<file path="config.mk">
export PLATFORM = sky130hd
export DESIGN_NAME = first_fit_block_allocator_top_flat
export DESIGN_NICKNAME = d
export VERILOG_FILES = /design/src/ffa_pkg.sv /design/src/ffa_if.sv /design/src/first_fit_block_allocator_top.sv /design/src/ffa_cell.sv /design/src/flat_wrapper.sv
export SDC_FILE = /design/constraint.sdc
export NUM_CORES = 1
export LEC_CHECK = 0
export BUFFER_PORTS_ARGS = -buffer_cell sky130_fd_sc_hd__clkbuf_2
export CAP_MARGIN = 25
export CORE_ASPECT_RATIO = 0.5
export CORE_UTILIZATION = 40
export DETAILED_ROUTE_END_ITERATION = 10
export HOLD_SLACK_MARGIN = 0.1
export SKIP_CTS_REPAIR_TIMING = 1
export SYNTH_ARGS = -nofsm -noshare
export SYNTH_HDL_FRONTEND = slang
export SYNTH_SLANG_ARGS = --single-unit
</file>
<file path="constraint.sdc">
create_clock -name clk -period 6 [get_ports clk]
set_clock_uncertainty 0.05 [all_clocks]
set_input_delay 1.2 -clock clk [delete_from_list [all_inputs] [get_ports clk]]
set_output_delay 1.2 -clock clk [all_outputs]
set_load 0.05 [all_outputs]
</file>
<file path="src/ffa_pkg.sv">
package ffa_pkg;

  localparam int MAX_SLOTS = 16;
  localparam int SZ_W = 17;
  localparam int REQ_W = 14;
  localparam int FIELD_W = 14;

  localparam int DEF_NUM_BLOCKS = 10;
  localparam int DEF_POOL_BYTES = 16384;
  localparam int DEF_HEADER_BYTES = 16;

  localparam int FIXED_SIZES [MAX_SLOTS] = '{
    1600, 1500, 1400, 1700, 1700, 1800, 2000, 1700, 1400,
    0, 0, 0, 0, 0, 0, 0
  };

  typedef enum logic {
    OP_ALLOC = 1'b0,
    OP_FREE  = 1'b1
  } op_t;

  typedef enum logic [1:0] {
    ST_ALLOC   = 2'd0,
    ST_NOFIT   = 2'd1,
    ST_FREED   = 2'd2,
    ST_REFUSED = 2'd3
  } status_t;

  // control handed from the top level to every cell
  typedef struct packed {
    logic update;
    logic op_free;
  } cell_ctrl_t;

  // usable size of each block, packed SZ_W bits per block
  function automatic logic [MAX_SLOTS*SZ_W-1:0] size_table(int nblk, int pool, int hdr);
    logic [MAX_SLOTS*SZ_W-1:0] t;
    int pos;
    int sz;
    int used;
    t = '0;
    pos = 0;
    for (int i = 0; i < MAX_SLOTS; i++) begin
      if (i < nblk) begin
        if (i + 1 < nblk) begin
          sz = FIXED_SIZES[i];
        end else begin
          used = pos + hdr;
          sz = (pool > used) ? pool - used : 0;
        end
        t[i*SZ_W +: SZ_W] = SZ_W'(sz);
        pos = pos + sz + hdr;
      end
    end
    return t;
  endfunction

  // header offset of each block, packed SZ_W bits per block
  function automatic logic [MAX_SLOTS*SZ_W-1:0] offset_table(int nblk, int pool, int hdr);
    logic [MAX_SLOTS*SZ_W-1:0] t;
    int pos;
    int sz;
    int used;
    t = '0;
    pos = 0;
    for (int i = 0; i < MAX_SLOTS; i++) begin
      if (i < nblk) begin
        if (i + 1 < nblk) begin
          sz = FIXED_SIZES[i];
        end else begin
          used = pos + hdr;
          sz = (pool > used) ? pool - used : 0;
        end
        t[i*SZ_W +: SZ_W] = SZ_W'(pos);
        pos = pos + sz + hdr;
      end
    end
    return t;
  endfunction

endpackage

</file>
<file path="src/ffa_if.sv">
interface ffa_in_if;
  logic                         valid;
  logic                         ready;
  ffa_pkg::op_t                 op;
  logic [ffa_pkg::REQ_W-1:0]    request_bytes;
  logic [ffa_pkg::FIELD_W-1:0]  free_offset;

  modport source (output valid, output op, output request_bytes, output free_offset,
                  input ready);
  modport sink   (input valid, input op, input request_bytes, input free_offset,
                  output ready);
endinterface

interface ffa_out_if;
  logic                         valid;
  logic                         ready;
  ffa_pkg::status_t             status;
  logic [ffa_pkg::FIELD_W-1:0]  block_offset;
  logic [ffa_pkg::FIELD_W-1:0]  block_bytes;

  modport source (output valid, output status, output block_offset, output block_bytes,
                  input ready);
  modport sink   (input valid, input status, input block_offset, input block_bytes,
                  output ready);
endinterface

</file>
<file path="src/first_fit_block_allocator_top.sv">
// First-fit allocator over a pool of NUM_BLOCKS fixed blocks. An allocate
// transaction returns the header offset and usable size of the first block
// on the free list that holds the request, or no fit; a free transaction
// returns a block to the front of the list, and is refused for an address
// that is not a block header or for a block that is already free. A
// transaction is first captured; then the row of list cells compares
// every entry against the request and shifts the list.
// The result sits in an output register; the next transaction is taken
// while it waits, but its list update waits until that result is taken.
module first_fit_block_allocator_top #(
  parameter int NUM_BLOCKS = ffa_pkg::DEF_NUM_BLOCKS,
  parameter int POOL_BYTES = ffa_pkg::DEF_POOL_BYTES,
  parameter int HEADER_BYTES = ffa_pkg::DEF_HEADER_BYTES
) (
  input  logic      clk,
  input  logic      rst_n,
  ffa_in_if.sink    in_ch,
  ffa_out_if.source out_ch
);

  localparam int IDW = (NUM_BLOCKS > 2) ? $clog2(NUM_BLOCKS) : 1;
  localparam int CW = $clog2(NUM_BLOCKS + 1);
  localparam int SW = ffa_pkg::SZ_W;
  localparam logic [ffa_pkg::MAX_SLOTS*SW-1:0] SIZES =
    ffa_pkg::size_table(NUM_BLOCKS, POOL_BYTES, HEADER_BYTES);
  localparam logic [ffa_pkg::MAX_SLOTS*SW-1:0] OFFS =
    ffa_pkg::offset_table(NUM_BLOCKS, POOL_BYTES, HEADER_BYTES);

  logic                          busy_r;
  ffa_pkg::op_t                  op_r;
  logic [ffa_pkg::REQ_W-1:0]     req_r;
  logic [ffa_pkg::FIELD_W-1:0]   foff_r;
  logic [CW-1:0]                 count_r;
  logic [NUM_BLOCKS-1:0]         in_use_r;
  logic                          out_valid_r;
  ffa_pkg::status_t              out_status_r;
  logic [ffa_pkg::FIELD_W-1:0]   out_off_r;
  logic [ffa_pkg::FIELD_W-1:0]   out_bytes_r;

  logic                          step;
  logic                          is_free;
  ffa_pkg::cell_ctrl_t           ctrl;
  logic [NUM_BLOCKS:0]           hit_chain;
  logic [IDW-1:0]                entries [NUM_BLOCKS];
  logic [IDW-1:0]                sels [NUM_BLOCKS];
  logic [IDW-1:0]                hit_blk;
  logic                          any_hit;
  logic [NUM_BLOCKS-1:0]         match;
  logic [IDW-1:0]                match_blk;
  logic                          free_ok;

  assign step    = busy_r && (!out_valid_r || out_ch.ready);
  assign is_free = (op_r == ffa_pkg::OP_FREE);
  assign any_hit = hit_chain[NUM_BLOCKS];
  assign hit_chain[0] = 1'b0;

  always_comb begin
    hit_blk   = '0;
    match     = '0;
    match_blk = '0;
    for (int k = 0; k < NUM_BLOCKS; k++) begin
      hit_blk  = hit_blk | sels[k];
      match[k] = (OFFS[k*SW +: SW] == SW'(foff_r));
      if (match[k]) begin
        match_blk = match_blk | IDW'(k);
      end
    end
  end

  assign free_ok     = (|match) && in_use_r[match_blk];
  assign ctrl.update = step && (is_free ? free_ok : any_hit);
  assign ctrl.op_free = is_free;

  for (genvar g = 0; g < NUM_BLOCKS; g++) begin : g_cell
    ffa_cell #(
      .IDX(g),
      .NUM_BLOCKS(NUM_BLOCKS),
      .POOL_BYTES(POOL_BYTES),
      .HEADER_BYTES(HEADER_BYTES),
      .IDW(IDW)
    ) u_cell (
      .clk(clk),
      .rst_n(rst_n),
      .ctrl(ctrl),
      .valid(CW'(g) < count_r),
      .req(req_r),
      .hit_in(hit_chain[g]),
      .prev_entry(entries[(g == 0) ? 0 : g - 1]),
      .next_entry(entries[(g == NUM_BLOCKS - 1) ? g : g + 1]),
      .push_blk(match_blk),
      .hit_out(hit_chain[g+1]),
      .entry(entries[g]),
      .sel_entry(sels[g])
    );
  end

  assign in_ch.ready         = !busy_r;
  assign out_ch.valid        = out_valid_r;
  assign out_ch.status       = out_status_r;
  assign out_ch.block_offset = out_off_r;
  assign out_ch.block_bytes  = out_bytes_r;

  always_ff @(posedge clk) begin
    if (!rst_n) begin
      busy_r      <= 1'b0;
      out_valid_r <= 1'b0;
      count_r     <= CW'(NUM_BLOCKS);
      in_use_r    <= '0;
    end else begin
      if (in_ch.valid && !busy_r) begin
        busy_r <= 1'b1;
      end else if (step) begin
        busy_r <= 1'b0;
      end
      if (step) begin
        out_valid_r <= 1'b1;
      end else if (out_ch.ready) begin
        out_valid_r <= 1'b0;
      end
      if (ctrl.update) begin
        if (is_free) begin
          count_r             <= count_r + CW'(1);
          in_use_r[match_blk] <= 1'b0;
        end else begin
          count_r           <= count_r - CW'(1);
          in_use_r[hit_blk] <= 1'b1;
        end
      end
    end
  end

  // payload registers
  always_ff @(posedge clk) begin
    if (in_ch.valid && !busy_r) begin
      op_r   <= in_ch.op;
      req_r  <= in_ch.request_bytes;
      foff_r <= in_ch.free_offset;
    end
    if (step) begin
      if (is_free) begin
        out_status_r <= free_ok ? ffa_pkg::ST_FREED : ffa_pkg::ST_REFUSED;
        out_off_r    <= free_ok ? OFFS[32'(match_blk)*SW +: ffa_pkg::FIELD_W] : '0;
        out_bytes_r  <= free_ok ? SIZES[32'(match_blk)*SW +: ffa_pkg::FIELD_W] : '0;
      end else begin
        out_status_r <= any_hit ? ffa_pkg::ST_ALLOC : ffa_pkg::ST_NOFIT;
        out_off_r    <= any_hit ? OFFS[32'(hit_blk)*SW +: ffa_pkg::FIELD_W] : '0;
        out_bytes_r  <= any_hit ? SIZES[32'(hit_blk)*SW +: ffa_pkg::FIELD_W] : '0;
      end
    end
  end

endmodule

</file>
<file path="src/ffa_cell.sv">
module ffa_cell #(
  parameter int IDX = 0,
  parameter int NUM_BLOCKS = ffa_pkg::DEF_NUM_BLOCKS,
  parameter int POOL_BYTES = ffa_pkg::DEF_POOL_BYTES,
  parameter int HEADER_BYTES = ffa_pkg::DEF_HEADER_BYTES,
  parameter int IDW = (NUM_BLOCKS > 2) ? $clog2(NUM_BLOCKS) : 1
) (
  input  logic                      clk,
  input  logic                      rst_n,
  input  ffa_pkg::cell_ctrl_t       ctrl,
  input  logic                      valid,
  input  logic [ffa_pkg::REQ_W-1:0] req,
  input  logic                      hit_in,
  input  logic [IDW-1:0]            prev_entry,
  input  logic [IDW-1:0]            next_entry,
  input  logic [IDW-1:0]            push_blk,
  output logic                      hit_out,
  output logic [IDW-1:0]            entry,
  output logic [IDW-1:0]            sel_entry
);

  localparam logic [ffa_pkg::MAX_SLOTS*ffa_pkg::SZ_W-1:0] SIZES =
    ffa_pkg::size_table(NUM_BLOCKS, POOL_BYTES, HEADER_BYTES);

  logic [IDW-1:0]           entry_r;
  logic [IDW-1:0]           entry_nxt;
  logic [ffa_pkg::SZ_W-1:0] my_size;
  logic                     my_hit;

  assign my_size   = SIZES[32'(entry_r) * ffa_pkg::SZ_W +: ffa_pkg::SZ_W];
  assign my_hit    = valid && (my_size >= ffa_pkg::SZ_W'(req));
  assign hit_out   = hit_in | my_hit;
  assign entry     = entry_r;
  // only the first fitting cell reports its block
  assign sel_entry = (my_hit && !hit_in) ? entry_r : '0;

  always_comb begin
    entry_nxt = entry_r;
    if (ctrl.update) begin
      if (ctrl.op_free) begin
        entry_nxt = (IDX == 0) ? push_blk : prev_entry;
      end else if (hit_out) begin
        // close the gap at and after the taken slot
        entry_nxt = next_entry;
      end
    end
  end

  always_ff @(posedge clk) begin
    if (!rst_n) begin
      entry_r <= IDW'(IDX);
    end else begin
      entry_r <= entry_nxt;
    end
  end

endmodule

</file>
<file path="src/flat_wrapper.sv">
// flat-port wrapper written by rule: the top's interface ports become plain ports
module first_fit_block_allocator_top_flat 
#(
  parameter int NUM_BLOCKS = ffa_pkg::DEF_NUM_BLOCKS,
  parameter int POOL_BYTES = ffa_pkg::DEF_POOL_BYTES,
  parameter int HEADER_BYTES = ffa_pkg::DEF_HEADER_BYTES
)
  (clk, rst_n, in_ch_valid, in_ch_op, in_ch_request_bytes, in_ch_free_offset, in_ch_ready, out_ch_valid, out_ch_status, out_ch_block_offset, out_ch_block_bytes, out_ch_ready);
  ffa_in_if in_ch_i ();
  ffa_out_if out_ch_i ();
  input  logic clk;
  input  logic rst_n;
  input wire logic [$bits(in_ch_i.valid)-1:0] in_ch_valid;
  input wire logic [$bits(in_ch_i.op)-1:0] in_ch_op;
  input wire logic [$bits(in_ch_i.request_bytes)-1:0] in_ch_request_bytes;
  input wire logic [$bits(in_ch_i.free_offset)-1:0] in_ch_free_offset;
  output wire logic [$bits(in_ch_i.ready)-1:0] in_ch_ready;
  output wire logic [$bits(out_ch_i.valid)-1:0] out_ch_valid;
  output wire logic [$bits(out_ch_i.status)-1:0] out_ch_status;
  output wire logic [$bits(out_ch_i.block_offset)-1:0] out_ch_block_offset;
  output wire logic [$bits(out_ch_i.block_bytes)-1:0] out_ch_block_bytes;
  input wire logic [$bits(out_ch_i.ready)-1:0] out_ch_ready;
  assign in_ch_i.valid = in_ch_valid;
  assign in_ch_i.op = in_ch_op;
  assign in_ch_i.request_bytes = in_ch_request_bytes;
  assign in_ch_i.free_offset = in_ch_free_offset;
  assign in_ch_ready = in_ch_i.ready;
  assign out_ch_valid = out_ch_i.valid;
  assign out_ch_status = out_ch_i.status;
  assign out_ch_block_offset = out_ch_i.block_offset;
  assign out_ch_block_bytes = out_ch_i.block_bytes;
  assign out_ch_i.ready = out_ch_ready;
  first_fit_block_allocator_top #(.NUM_BLOCKS(NUM_BLOCKS), .POOL_BYTES(POOL_BYTES), .HEADER_BYTES(HEADER_BYTES)) u_core (.clk(clk), .rst_n(rst_n), .in_ch(in_ch_i), .out_ch(out_ch_i));
endmodule
</file>
# Word-level counts from Yosys, hierarchy flattened
# Cells that the tools add are included.
dict set report word_totals {
  elab_cells 221
  ff_bits 115
  output_inout_bits 32
}
dict set report op_classes {
  mux 59
  n_eq_ne 9
  order_cmp 24
  reduce_logical 60
  multipliers 12
  n_shift 14
  addsub 2
  bitwise_logic 21
}
# operator count
set ops {}
lappend ops {{indexed part select 272 x 10 -> 17 bit, first input constant} 10}
lappend ops {{indexed part select 272 x 10 -> 14 bit, first input constant} 4}
lappend ops {{>= comparator 17 x 14 -> 1 bit} 10}
lappend ops {{two-way mux 4 bit} 31}
lappend ops {{multiplier 4 x 5 -> 9 bit, second input constant} 12}
lappend ops {{two-way mux 14 bit} 6}
lappend ops {{== test 14 bit, first input constant} 4}
lappend ops {{== test 13 x 14 -> 1 bit, first input constant} 3}
lappend ops {{bitwise OR 4 bit} 9}
lappend ops {{logical AND 1 bit} 25}
lappend ops {{nonzero test 2 bit} 11}
lappend ops {{AND reduction 2 bit} 10}
lappend ops {{less-than comparator 3 x 4 -> 1 bit, first input constant} 4}
lappend ops {{== test 11 x 14 -> 1 bit, first input constant} 1}
lappend ops {{== test 12 x 14 -> 1 bit, first input constant} 1}
lappend ops {{zero test 14 bit} 1}
lappend ops {{two-way mux 3 bit} 4}
lappend ops {{zero test 1 bit} 11}
lappend ops {{two-way mux 1 bit} 11}
lappend ops {{AND 10 bit} 1}
lappend ops {{less-than comparator 4 x 5 -> 1 bit, second input constant} 2}
lappend ops {{two-way mux 10 bit} 1}
lappend ops {{inverter 10 bit} 1}
lappend ops {{bitwise OR 10 bit} 1}
lappend ops {{12 further kinds} 27}

# Longest topological paths before layout
# Gate-level depths: netlist (run 1).
dict set report depth {
  ltp_word 22
  mapped_depth 22
}

# By module
# From an unflattened synthesis (run 1), not the netlist that was laid out.
dict set report unflattened {
  hier_cells 1364
  area_unflattened_um2 11159.5
}
# mod area_each_um2 seq_area_each_um2 cells_per_inst instances
set modules_own_cells {}
lappend modules_own_cells {first_fit_block_allocator_top 3882.5 1851.8 399 1}
lappend modules_own_cells {{ffa_cell (u_core.g_cell[3].u_cell ...)} 747.0 80.1 100 3}
lappend modules_own_cells {{ffa_cell (u_core.g_cell[9].u_cell)} 778.2 80.1 101 1}
lappend modules_own_cells {{ffa_cell (u_core.g_cell[7].u_cell)} 755.7 80.1 105 1}
lappend modules_own_cells {{ffa_cell (u_core.g_cell[1].u_cell)} 705.7 80.1 92 1}
lappend modules_own_cells {{ffa_cell (u_core.g_cell[4].u_cell)} 705.7 80.1 94 1}
lappend modules_own_cells {{ffa_cell (u_core.g_cell[8].u_cell)} 698.2 80.1 94 1}
lappend modules_own_cells {{ffa_cell (u_core.g_cell[0].u_cell)} 696.9 80.1 88 1}
lappend modules_own_cells {{ffa_cell (u_core.g_cell[2].u_cell)} 695.7 80.1 91 1}

# Worst setup path after synthesis (run 1)
# OpenSTA, ideal clock, no wires.
dict set report synth_path {
  kind {register to register}
  from {register u_core.g_cell[3].u_cell.entry_r[1]}
  to {register u_core.out_off_r, in the netlist u_core.out_ch.block_offset[3] (data pin)}
  synth_period_minus_slack_ns 4.817
  setup_ns 0.268
  arrival_ns 4.499
  required_ns 5.682
  stages_incl_launch_ff 23
  slack_ns 1.183
  path_cell_list {dfxtp_1 > clkbuf_1 > inv_1 > ha_1 > nor2b_1 > a21oi_1 > o21ai_0 > ha_1 > a211oi_1 > a211oi_1 > o21a_1 > clkbuf_1 > nor2_1 > nor4b_2 > buf_2 > nand3_1 > o211ai_1 > inv_1 > ha_1 > clkbuf_1 > mux2_2 > a22oi_1 > o21ai_0}
}
dict set report synth_via {
  elab_chain_len 18
  word_cells_on_any_way 42
  cone_classes {2 x mul; 1 x order compare; 2 x shift; 9 x mux; 14 x bitwise; 14 x reduce/logical}
}
# item line
set synth_lines {}
lappend synth_lines {{from (decl)} ffa_cell.sv:25} ;# logic [IDW-1:0] entry_r;
lappend synth_lines {{from (signal assigned)} ffa_cell.sv:51} ;# entry_r <= IDW'(IDX);
lappend synth_lines {{from (signal assigned)} ffa_cell.sv:53} ;# entry_r <= entry_nxt;
lappend synth_lines {{multiplier 4 x 5 -> 9 bit} ffa_cell.sv:30} ;# assign my_size = SIZES[32'(entry_r) * ffa_pkg::SZ_W +: ffa_pkg::SZ_W];
lappend synth_lines {{indexed part select 272 x 10 -> 17 bit} ffa_cell.sv:30}
lappend synth_lines {{>= comparator 17 x 14 -> 1 bit} ffa_cell.sv:31} ;# assign my_hit = valid && (my_size >= ffa_pkg::SZ_W'(req));
lappend synth_lines {{logical AND 1 bit} ffa_cell.sv:31}
lappend synth_lines {{bitwise OR 1 bit} ffa_cell.sv:32} ;# assign hit_out = hit_in | my_hit;
lappend synth_lines {{zero test 1 bit or bitwise OR 1 bit (tied branches)} {ffa_cell.sv:35, ffa_cell.sv:32}}
lappend synth_lines {{logical AND 1 bit, or another cell as far along} ffa_cell.sv:35} ;# assign sel_entry = (my_hit && !hit_in) ? entry_r : '0;
lappend synth_lines {{two-way mux 4 bit, or another cell as far along} ffa_cell.sv:35}
lappend synth_lines {{bitwise OR 4 bit, or another cell as far along (4 in a row)} first_fit_block_allocator_top.sv:62} ;# hit_blk = hit_blk | sels[k];
lappend synth_lines {{bitwise OR 4 bit or two-way mux 4 bit (tied branches)} {first_fit_block_allocator_top.sv:62, ffa_cell.sv:35}}
lappend synth_lines {{bitwise OR 4 bit} first_fit_block_allocator_top.sv:62}
lappend synth_lines {{multiplier 4 x 5 -> 9 bit} first_fit_block_allocator_top.sv:146} ;# out_off_r <= any_hit ? OFFS[32'(hit_blk)*SW +: ffa_pkg::FIELD_W] : '0;
lappend synth_lines {{indexed part select 272 x 10 -> 14 bit} first_fit_block_allocator_top.sv:146}
lappend synth_lines {{two-way mux 14 bit (*)} first_fit_block_allocator_top.sv:146}
lappend synth_lines {{two-way mux 14 bit (*)} first_fit_block_allocator_top.sv:140} ;# if (is_free) begin
lappend synth_lines {{to (signal assigned)} first_fit_block_allocator_top.sv:142} ;# out_off_r <= free_ok ? OFFS[32'(match_blk)*SW +: ffa_pkg::FIELD_W] : '0;
lappend synth_lines {{to (signal assigned)} first_fit_block_allocator_top.sv:146}
lappend synth_lines {{to (decl)} first_fit_block_allocator_top.sv:37} ;# logic [ffa_pkg::FIELD_W-1:0] out_off_r;
# Every way passes the cells marked *; elsewhere a longest branch is shown, timed or not.
# A chain may end at the register's enable or synchronous reset.

# Worst setup path in the final report (run 1)
dict set report layout_path {
  from {register u_core.g_cell[0].u_cell.entry_r[1]}
  to {register u_core.out_off_r, in the netlist u_core.out_ch.block_offset[3] (data pin)}
}
dict set report layout_via {
  elab_chain_len 20
  word_cells_on_any_way 54
  cone_classes {2 x mul; 1 x order compare; 2 x shift; 12 x mux; 18 x bitwise; 19 x reduce/logical}
}
# item line
set layout_lines {}
lappend layout_lines {{from (decl)} ffa_cell.sv:25}
lappend layout_lines {{from (signal assigned)} ffa_cell.sv:51}
lappend layout_lines {{from (signal assigned)} ffa_cell.sv:53}
lappend layout_lines {{multiplier 4 x 5 -> 9 bit} ffa_cell.sv:30}
lappend layout_lines {{indexed part select 272 x 10 -> 17 bit} ffa_cell.sv:30}
lappend layout_lines {{>= comparator 17 x 14 -> 1 bit} ffa_cell.sv:31}
lappend layout_lines {{logical AND 1 bit} ffa_cell.sv:31}
lappend layout_lines {{zero test 1 bit or bitwise OR 1 bit (tied branches)} {ffa_cell.sv:35, ffa_cell.sv:32}}
lappend layout_lines {{logical AND 1 bit, or another cell as far along} ffa_cell.sv:35}
lappend layout_lines {{two-way mux 4 bit, or another cell as far along} ffa_cell.sv:35}
lappend layout_lines {{bitwise OR 4 bit, or another cell as far along (7 in a row)} first_fit_block_allocator_top.sv:62}
lappend layout_lines {{bitwise OR 4 bit or two-way mux 4 bit (tied branches)} {first_fit_block_allocator_top.sv:62, ffa_cell.sv:35}}
lappend layout_lines {{bitwise OR 4 bit} first_fit_block_allocator_top.sv:62}
lappend layout_lines {{multiplier 4 x 5 -> 9 bit} first_fit_block_allocator_top.sv:146}
lappend layout_lines {{indexed part select 272 x 10 -> 14 bit} first_fit_block_allocator_top.sv:146}
lappend layout_lines {{two-way mux 14 bit (*)} first_fit_block_allocator_top.sv:146}
lappend layout_lines {{two-way mux 14 bit (*)} first_fit_block_allocator_top.sv:140}
# Marks and branches as above.

==> summary.md, run 1 <==
| Metric | Value |
|---|---|
| Status | `finished clean` |
| Cell variety after synth | `82` |
| First-pass GRT wire length | `47300 µm` |
| Leak pwr | `4.47 nW` |
| Initial DRC count | `841` |
| Core Util, Final | `0.446` |
| Final Wtd Congestion | `0.923` |
| Critical Path AT | `5520 ps` |
| DRT antenna net count | `0` |
| Max VDD drop | `0.138 mV` |
| Root Buffer | `clkbuf_16` |
| Max-slew violation count | `0` |
| Hold Slack | `450 ps` |
| CTS sink cnt | `107` |
| Startpoint types | `flip-flop` |
| Routed wire per std cell | `19.8 µm` |
| Core area | `24100 µm²` |
| DIE WIDTH | `224 µm` |
| Row cnt | `40` |
| Worst Path Required | `6070 ps` |
| Hold Path Cell Cnt | `1` |
| # nets final | `1357` |
| FILL cells | `2383` |
| N_diodes | `0` |
| Max Clk Rate | `183 MHz` |
| Synth Instances | `1151` |
| RSZ-0062 raised after global routing | `no` |
| Vert. Die Dim | `113 µm` |
| Met3 Track Usage GR | `0.0413` |
| Total Wirelength | `30100 µm` |
| Reg2reg path depth | `19` |
| WS Path Type | `reg -> reg` |
| Number of global-route vias before repair | `8417` |
| Final period util | `0.909` |
| Buffers on Ports | `57` |
| Asr flop ratio synth | `0` |
| Drt via density | `5.98` |
| Hold Path Class | `reg -> reg` |
| Synth Cell Area | `9860 µm²` |
| GR Util met1 | `0.340` |
| Io pins | `65` |
| Most Crowded Layer GR | `met2` |
| Starting Density | `0.409` |
| DRC | `0` |
| Setup Total Neg Slack | `0 ps` |
| Yosys warns | `0` |
| CP max FO | `13` |
| DPL Wire Length | `21900 µm` |
| Avg Cell Area, Syn | `8.56 µm²` |
| EDFF count, synth | `51` |
| Cell area power density | `192 nW/µm²` |
| Die area | `25300 µm²` |
| Power Total | `2.05 mW` |
| Min Tclk post-route | `5450 ps` |
| Final setup fails | `0` |
| Grt ovf | `0` |
| Share of cells above drive strength 1 | `0.106` |
| Final Hold Viols | `0` |
| Primary FF master, synth | `dfxtp_1` |
| Htree depth | `3` |
| Largest net degree at the start of global routing | `50` |
| Gr usage total | `0.242` |
| Clock Path Buffers | `2` |
| CTS tree | `yes` |
| Slew headroom | `0.389` |
| Clock Latency Late Sink | `390 ps` |
| Routed vias | `9096` |
| CTS Buf Count | `9` |
| CTS clk-pin slew, worst paths | `80 ps` |
| Register area share after synthesis | `0.269` |
| Critical Path End Type | `flip-flop` |
| Worst Tran Pin Value | `913 ps` |
| Met2 global-route usage | `0.387` |
| Area Growth Syn to Fin | `8.84%` |
| Max Cap Viol | `0` |
| Initial antenna violation count | `0` |
| Synth Register Bits | `107` |
| Router iterations before antenna repair | `6` |
flip-flops by register name (all words and copies together) (netlist names):
register	cells
u_core.g_cell.u_cell.entry	40
u_core.foff_r	14
u_core.req_r	14
u_core.out_ch.block_offset	11
u_core.in_use_r	10
u_core.out_ch.block_bytes	9
u_core.count_r	4
u_core.out_ch.status	2
u_core.busy_r	1
u_core.is_free	1
u_core.out_ch.valid	1
stage by stage:
| step | setup slack, ps | instance area (µm²) | cells |
|---|---|---|---|
| after floorplan | 1180 | 9880 | 1157 |
| after global placement | 880 | 10400 | 1505 |
| after detailed placement | 637 | 10400 | 1505 |
| after CTS | 623 | 10700 | 1521 |
| after global routing | 72.0 | 10700 | 1521 |
| final | 549 | 10700 | 1521 |
critical path, cell delays in order (launching register included):
cell	delay, ps
dfxtp_1	480
inv_1	130
ha_1	340
nor2b_1	160
nor2_1	150
a21boi_0	120
ha_1	210
or3_1	350
o221ai_1	190
a21oi_1	140
o21a_1	280
nor4b_2	270
buf_4	230
nand3_1	140
o211ai_1	730
inv_1	230
ha_1	400
mux2_2	310
a22oi_1	130
o21ai_0	100
path summary, 6_finish.rpt:
| kind | start | slack [ps] | end |
|---|---|---|---|
| setup reg to reg | u_core.g_cell[0].u_cell.entry[1]$_SDFFE_PN0P_ | 550 | u_core.out_ch.block_offset[3]$_DFFE_PP_ |
| setup / recovery | u_core.g_cell[0].u_cell.entry[1]$_SDFFE_PN0P_ | 550 | u_core.out_ch.block_offset[3]$_DFFE_PP_ |
| hold / removal | u_core.in_use_r[7]$_SDFFE_PN0P_ | 450 | u_core.in_use_r[7]$_SDFFE_PN0P_ |
| hold reg to reg | u_core.in_use_r[7]$_SDFFE_PN0P_ | 450 | u_core.in_use_r[7]$_SDFFE_PN0P_ |
per-layer routing:
metal	wire [µm]	part of all wire	vias to the layer above
met3	1820	0.061	33
li1	-	-	4364
met4	414	0.014	0
met5	0	0	-
met1	14400	0.48	4412
met2	13500	0.45	287
layout make-up:
cell class / count / area (µm²) / area share
Multi-Input combinational cell: 933 / 6740 / 0.628
Sequential cell: 107 / 2650 / 0.247
Tap cell: 336 / 420 / 0.0392
Timing Repair Buffer: 73 / 405 / 0.0378
Clock buffer: 11 / 254 / 0.0237
Inverter: 56 / 213 / 0.0198
Clock inverter: 5 / 42.5 / 0.00397
synthesized netlist by cell type, types with 5 or more instances:
master	n	share of area
a211o_1	10	0.0089
a211oi_1	47	0.036
a21boi_0	10	0.0076
a21o_1	24	0.018
a21oi_1	74	0.038
a31o_2	5	0.0044
a31oi_1	14	0.0089
and2_1	9	0.0057
and4_1	6	0.0053
buf_4	8	0.0061
clkbuf_1	46	0.018
dfxtp_1	56	0.11
edfxtp_1	51	0.16
ha_1	144	0.18
inv_1	55	0.021
mux2_2	5	0.0057
mux2i_1	40	0.041
nand2_1	96	0.037
nand3_1	26	0.013
nand3b_1	7	0.0053
nand4_1	8	0.0051
nand4bb_1	5	0.0057
nor2_1	114	0.043
nor2b_1	21	0.013
nor3_1	18	0.0091
nor3b_1	6	0.0046
nor4_1	7	0.0044
o2111ai_1	5	0.0044
o211ai_1	14	0.011
o21a_1	24	0.018
o21ai_0	72	0.037
o221ai_1	6	0.0053
o22ai_1	7	0.0044
o31ai_1	5	0.0038
or3_1	11	0.0070
cells by family (layout without fill, tap and decap cells):
family	after synthesis	after routing	synth area share
and+or+nand+nor	360	360	0.182
adders and majority gates	144	144	0.183
muxes	46	46	0.0479
buffers and inverters	117	145	0.0496
other	1	7	0.000380
xor gates and xnor gates	5	5	0.00444
AOI/OAI and AO/OA	371	371	0.264
DFF	107	107	0.269
report_power, final:
| part | total (mW) | leakage (nW) | switching [mW] | internal [mW] |
|---|---|---|---|---|
| Clock | 0.627 | 0.142 | 0.314 | 0.313 |
| Combinational | 0.575 | 3.38 | 0.373 | 0.202 |
| Sequential | 0.852 | 0.948 | 0.0446 | 0.808 |
layout by cell type (no fill, tap or decap), types with 5 or more instances in the layout:
master / count
a211o_1: 10
nor3b_1: 6
edfxtp_1: 51
mux2_2: 5
nand3_1: 26
nand4bb_1: 5
nand4_1: 8
or3_1: 11
nor4_1: 7
o211ai_1: 14
a21oi_1: 74
nand2_1: 96
mux2i_1: 40
nor2_1: 114
a31oi_1: 14
o31ai_1: 5
a21boi_0: 10
a211oi_1: 47
nor2b_1: 20
o221ai_1: 6
and2_1: 9
o21ai_0: 72
a31o_2: 5
conb_1: 7
buf_4: 16
o2111ai_1: 5
a21o_1: 24
o22ai_1: 7
nand3b_1: 7
and4_1: 6
ha_1: 144
dfxtp_1: 56
clkbuf_16: 10
inv_1: 55
clkbuf_2: 57
nor3_1: 18
o21a_1: 24
(Power assumes the default switching activity.)
==> inputs of run 2 (changes only) <==
--- a/config.mk
+++ b/config.mk
@@ -10,6 +10,7 @@
 export CORE_ASPECT_RATIO = 0.5
 export CORE_UTILIZATION = 40
 export DETAILED_ROUTE_END_ITERATION = 10
+export GPL_TIMING_DRIVEN = 0
 export HOLD_SLACK_MARGIN = 0.1
 export SKIP_CTS_REPAIR_TIMING = 1
 export SYNTH_ARGS = -nofsm -noshare
==> run 2 against run 1 <==
  * Cell area up 2.3%
  * Total power up 0.22%
  * Sequential cell count unchanged
  * First-iteration DRC count up 8.1%
  * Via count up 2.6%
  * Critical path type unchanged
  * Sequential share of layout area down 0.56 points
  * Highest routed layer unchanged
  * Non-clock buffer count up 53
  * Clock power down 2%
  * Critical path depth up 3
  * Maximum frequency down 4.8%
  * Hold slack better by 9.1 ps
  * Critical endpoint unchanged
==> summary.md, run 2 (synthesis gave the netlist of run 1 again) <==
| Metric | Value |
|---|---|
| DPL Wire Length | `23400 µm (+6.6%)` |
| WS Path Type | `reg -> reg` |
| Core area | `24100 µm² (unchanged)` |
| Hold Path Class | `reg -> reg` |
| Root Buffer | `clkbuf_16` |
| Worst Tran Pin Value | `905 ps (-8.07 ps)` |
| Sw power | `0.744 mW (+1.7%)` |
| Core Util, Final | `0.456 (+0.0103)` |
| CP max FO | `10 (-3)` |
| Final setup fails | `0 (unchanged)` |
| Reg area | `2650 µm² (unchanged)` |
| Post-DP Area | `10600 µm² (+1.9%)` |
| Critical Path End Type | `flip-flop` |
| FILL cells | `2377 (-0.25%)` |
| Area Growth Syn to Fin | `11.4%` |
| Internal Pwr Total | `1.31 mW (-0.61%)` |
| Worst slack, placed | `-173 ps (-810 ps)` |
| Max Cap Viol | `0 (unchanged)` |
| DRC | `0 (unchanged)` |
| Gr usage total | `0.247 (+0.00527)` |
| Share of cells above drive strength 1 | `0.106 (-0.000513)` |
| CTS tree | `yes` |
| Initial antenna violation count | `0 (unchanged)` |
| Final Hold Viols | `0 (unchanged)` |
| Sequential power share | `0.408 (-0.007)` |
| Max reg flops | `40 (unchanged)` |
| Htree depth | `3 (unchanged)` |
| Clock share of power | `0.297 (-0.008)` |
| Leak pwr | `4.58 nW (+2.4%)` |
| First-pass GRT wire length | `48400 µm (+2.3%)` |
| Status | `finished clean` |
| N_diodes | `0 (unchanged)` |
| Most common cell after layout, fill and taps aside | `ha_1` |
| Grt ovf | `0 (unchanged)` |
| Final period util | `0.955 (+0.0460)` |
| Footprint of the multi-input gates | `6760 µm² (+0.26%)` |
| Starting Density | `0.409 (unchanged)` |
| DRT antenna net count | `0 (unchanged)` |
| Switch share | `0.361 (+0.00535)` |
| Number of global-route vias before repair | `8712 (+3.5%)` |
| Most frequent cells in the layout | `ha_1, nor2_1, nand2_1, a21oi_1, o21ai_0` |
| Clock Path Buffers | `2 (unchanged)` |
| Max-slew violation count | `0 (unchanged)` |
| Router iterations before antenna repair | `8 (+2)` |
| Max Clk Rate | `175 MHz (-4.8%)` |
| Io pins | `65 (unchanged)` |
| Hold Slack | `459 ps (+9.10 ps)` |
| CTS clk-pin slew, worst paths | `80 ps (about the same)` |
| DIE WIDTH | `224 µm (unchanged)` |
| Final Wtd Congestion | `0.974 (+5.6%)` |
| Slew headroom | `0.389 (about the same)` |
| Die area | `25300 µm² (unchanged)` |
| Design Area, Final | `11000 µm² (+2.3%)` |
| Buffers on Ports | `57 (unchanged)` |
| Critical Path AT | `5790 ps (+270 ps)` |
| Clock Latency Late Sink | `380 ps (about the same)` |
| Drt via density | `5.93 (-0.89%)` |
| CTS sink cnt | `107 (unchanged)` |
| # nets final | `1410 (+3.9%)` |
| Combinational share of power | `0.295 (+0.015)` |
| CTS Buf Count | `9 (unchanged)` |
| Cell area power density | `188 nW/µm² (-2.1%)` |
| Largest net degree at the start of global routing | `24 (-52%)` |
| Worst Slack Setup Final | `273 ps (-276 ps)` |
| Min Tclk post-route | `5730 ps (+276 ps)` |
| Max VDD drop | `0.138 mV (+0.71%)` |
| Worst Path Required | `6060 ps (about the same)` |
| Routed wire per std cell | `19.5 µm (-1.3%)` |
| Startpoint types | `flip-flop` |
| Total Wirelength | `30700 µm (+2.1%)` |
| Initial DRC count | `909 (+8.1%)` |
| Vert. Die Dim | `113 µm (unchanged)` |
| Row cnt | `40 (unchanged)` |
| Routed vias | `9329 (+2.6%)` |
-- run 2: cell count changes in the layout (fill, tap and decap cells not counted), sizes merged --
cell	before	now
clkinvlp	1	0
inv	59	60
buf	16	23
clkbuf	68	112
clkinv	1	3
-- run 2: worst paths after layout --
kind | from | cells past startpoint | slack (ps) | end
worst max-delay path | u_core.g_cell[3].u_cell.entry[1]$_SDFFE_PN1P_ | 22 | 270 | u_core.out_ch.block_offset[3]$_DFFE_PP_
worst min-delay path | u_core.in_use_r[7]$_SDFFE_PN0P_ | 1 | 460 | u_core.in_use_r[7]$_SDFFE_PN0P_
worst max register to register | u_core.g_cell[3].u_cell.entry[1]$_SDFFE_PN1P_ | 22 | 270 | u_core.out_ch.block_offset[3]$_DFFE_PP_
worst min register to register | u_core.in_use_r[7]$_SDFFE_PN0P_ | 1 | 460 | u_core.in_use_r[7]$_SDFFE_PN0P_
-- run 2: layer usage --
layer  share of wire  GRT usage  vias to the layer above
li1                -          -                     4480
met1            0.47      0.346                     4458
met2            0.43      0.380                      345
met3           0.078     0.0556                       46
met4           0.021     0.0703                        0
met5               0          0                        -
-- run 2: power by group through the flow --
stage / Sequential (mW) / Clock [mW] / Combinational [mW]
after floorplan: 0.885 / 0 / 0.386
after global placement: 0.856 / 0 / 0.564
after detailed placement: 0.856 / 0 / 0.586
after CTS: 0.839 / 0.623 / 0.589
after global routing: 0.845 / 0.645 / 0.665
final: 0.840 / 0.612 / 0.607
-- run 2: worst max-delay path, cell delays in order (launching register included) --
cell and delay (ps):
dfxtp_1 340, clkbuf_1 360, inv_1 160, ha_1 350
nor2b_1 180, a21oi_1 50, o21ai_0 210, ha_1 280
a211oi_1 200, a211oi_1 110, o21a_1 190, clkbuf_1 220
nor2_1 270, nor4b_4 390, buf_2 290, o211ai_1 120
nand4_1 390, inv_1 220, ha_1 230, clkbuf_1 260
mux2_2 340, a22oi_1 140, o21ai_0 120
-- run 2: final cells by class --
cell class,count,area share
inverter,56,0.0194
multi-input combinational,933,0.616
tap,336,0.0383
buffer,61,0.0252
timing repair buffer,65,0.0328
clock inverter,7,0.00650
sequential,107,0.242
clock buffer,9,0.0205
-- run 2: stage by stage --
step / TNS [ps] / total power, mW / std cells
after global routing: -13.0 / 2.15 / 1574
after CTS: -651 / 2.05 / 1569
final: 0 / 2.06 / 1574
after floorplan: 0 / 1.27 / 1157
after global placement: -202 / 1.42 / 1550
after detailed placement: -397 / 1.44 / 1553
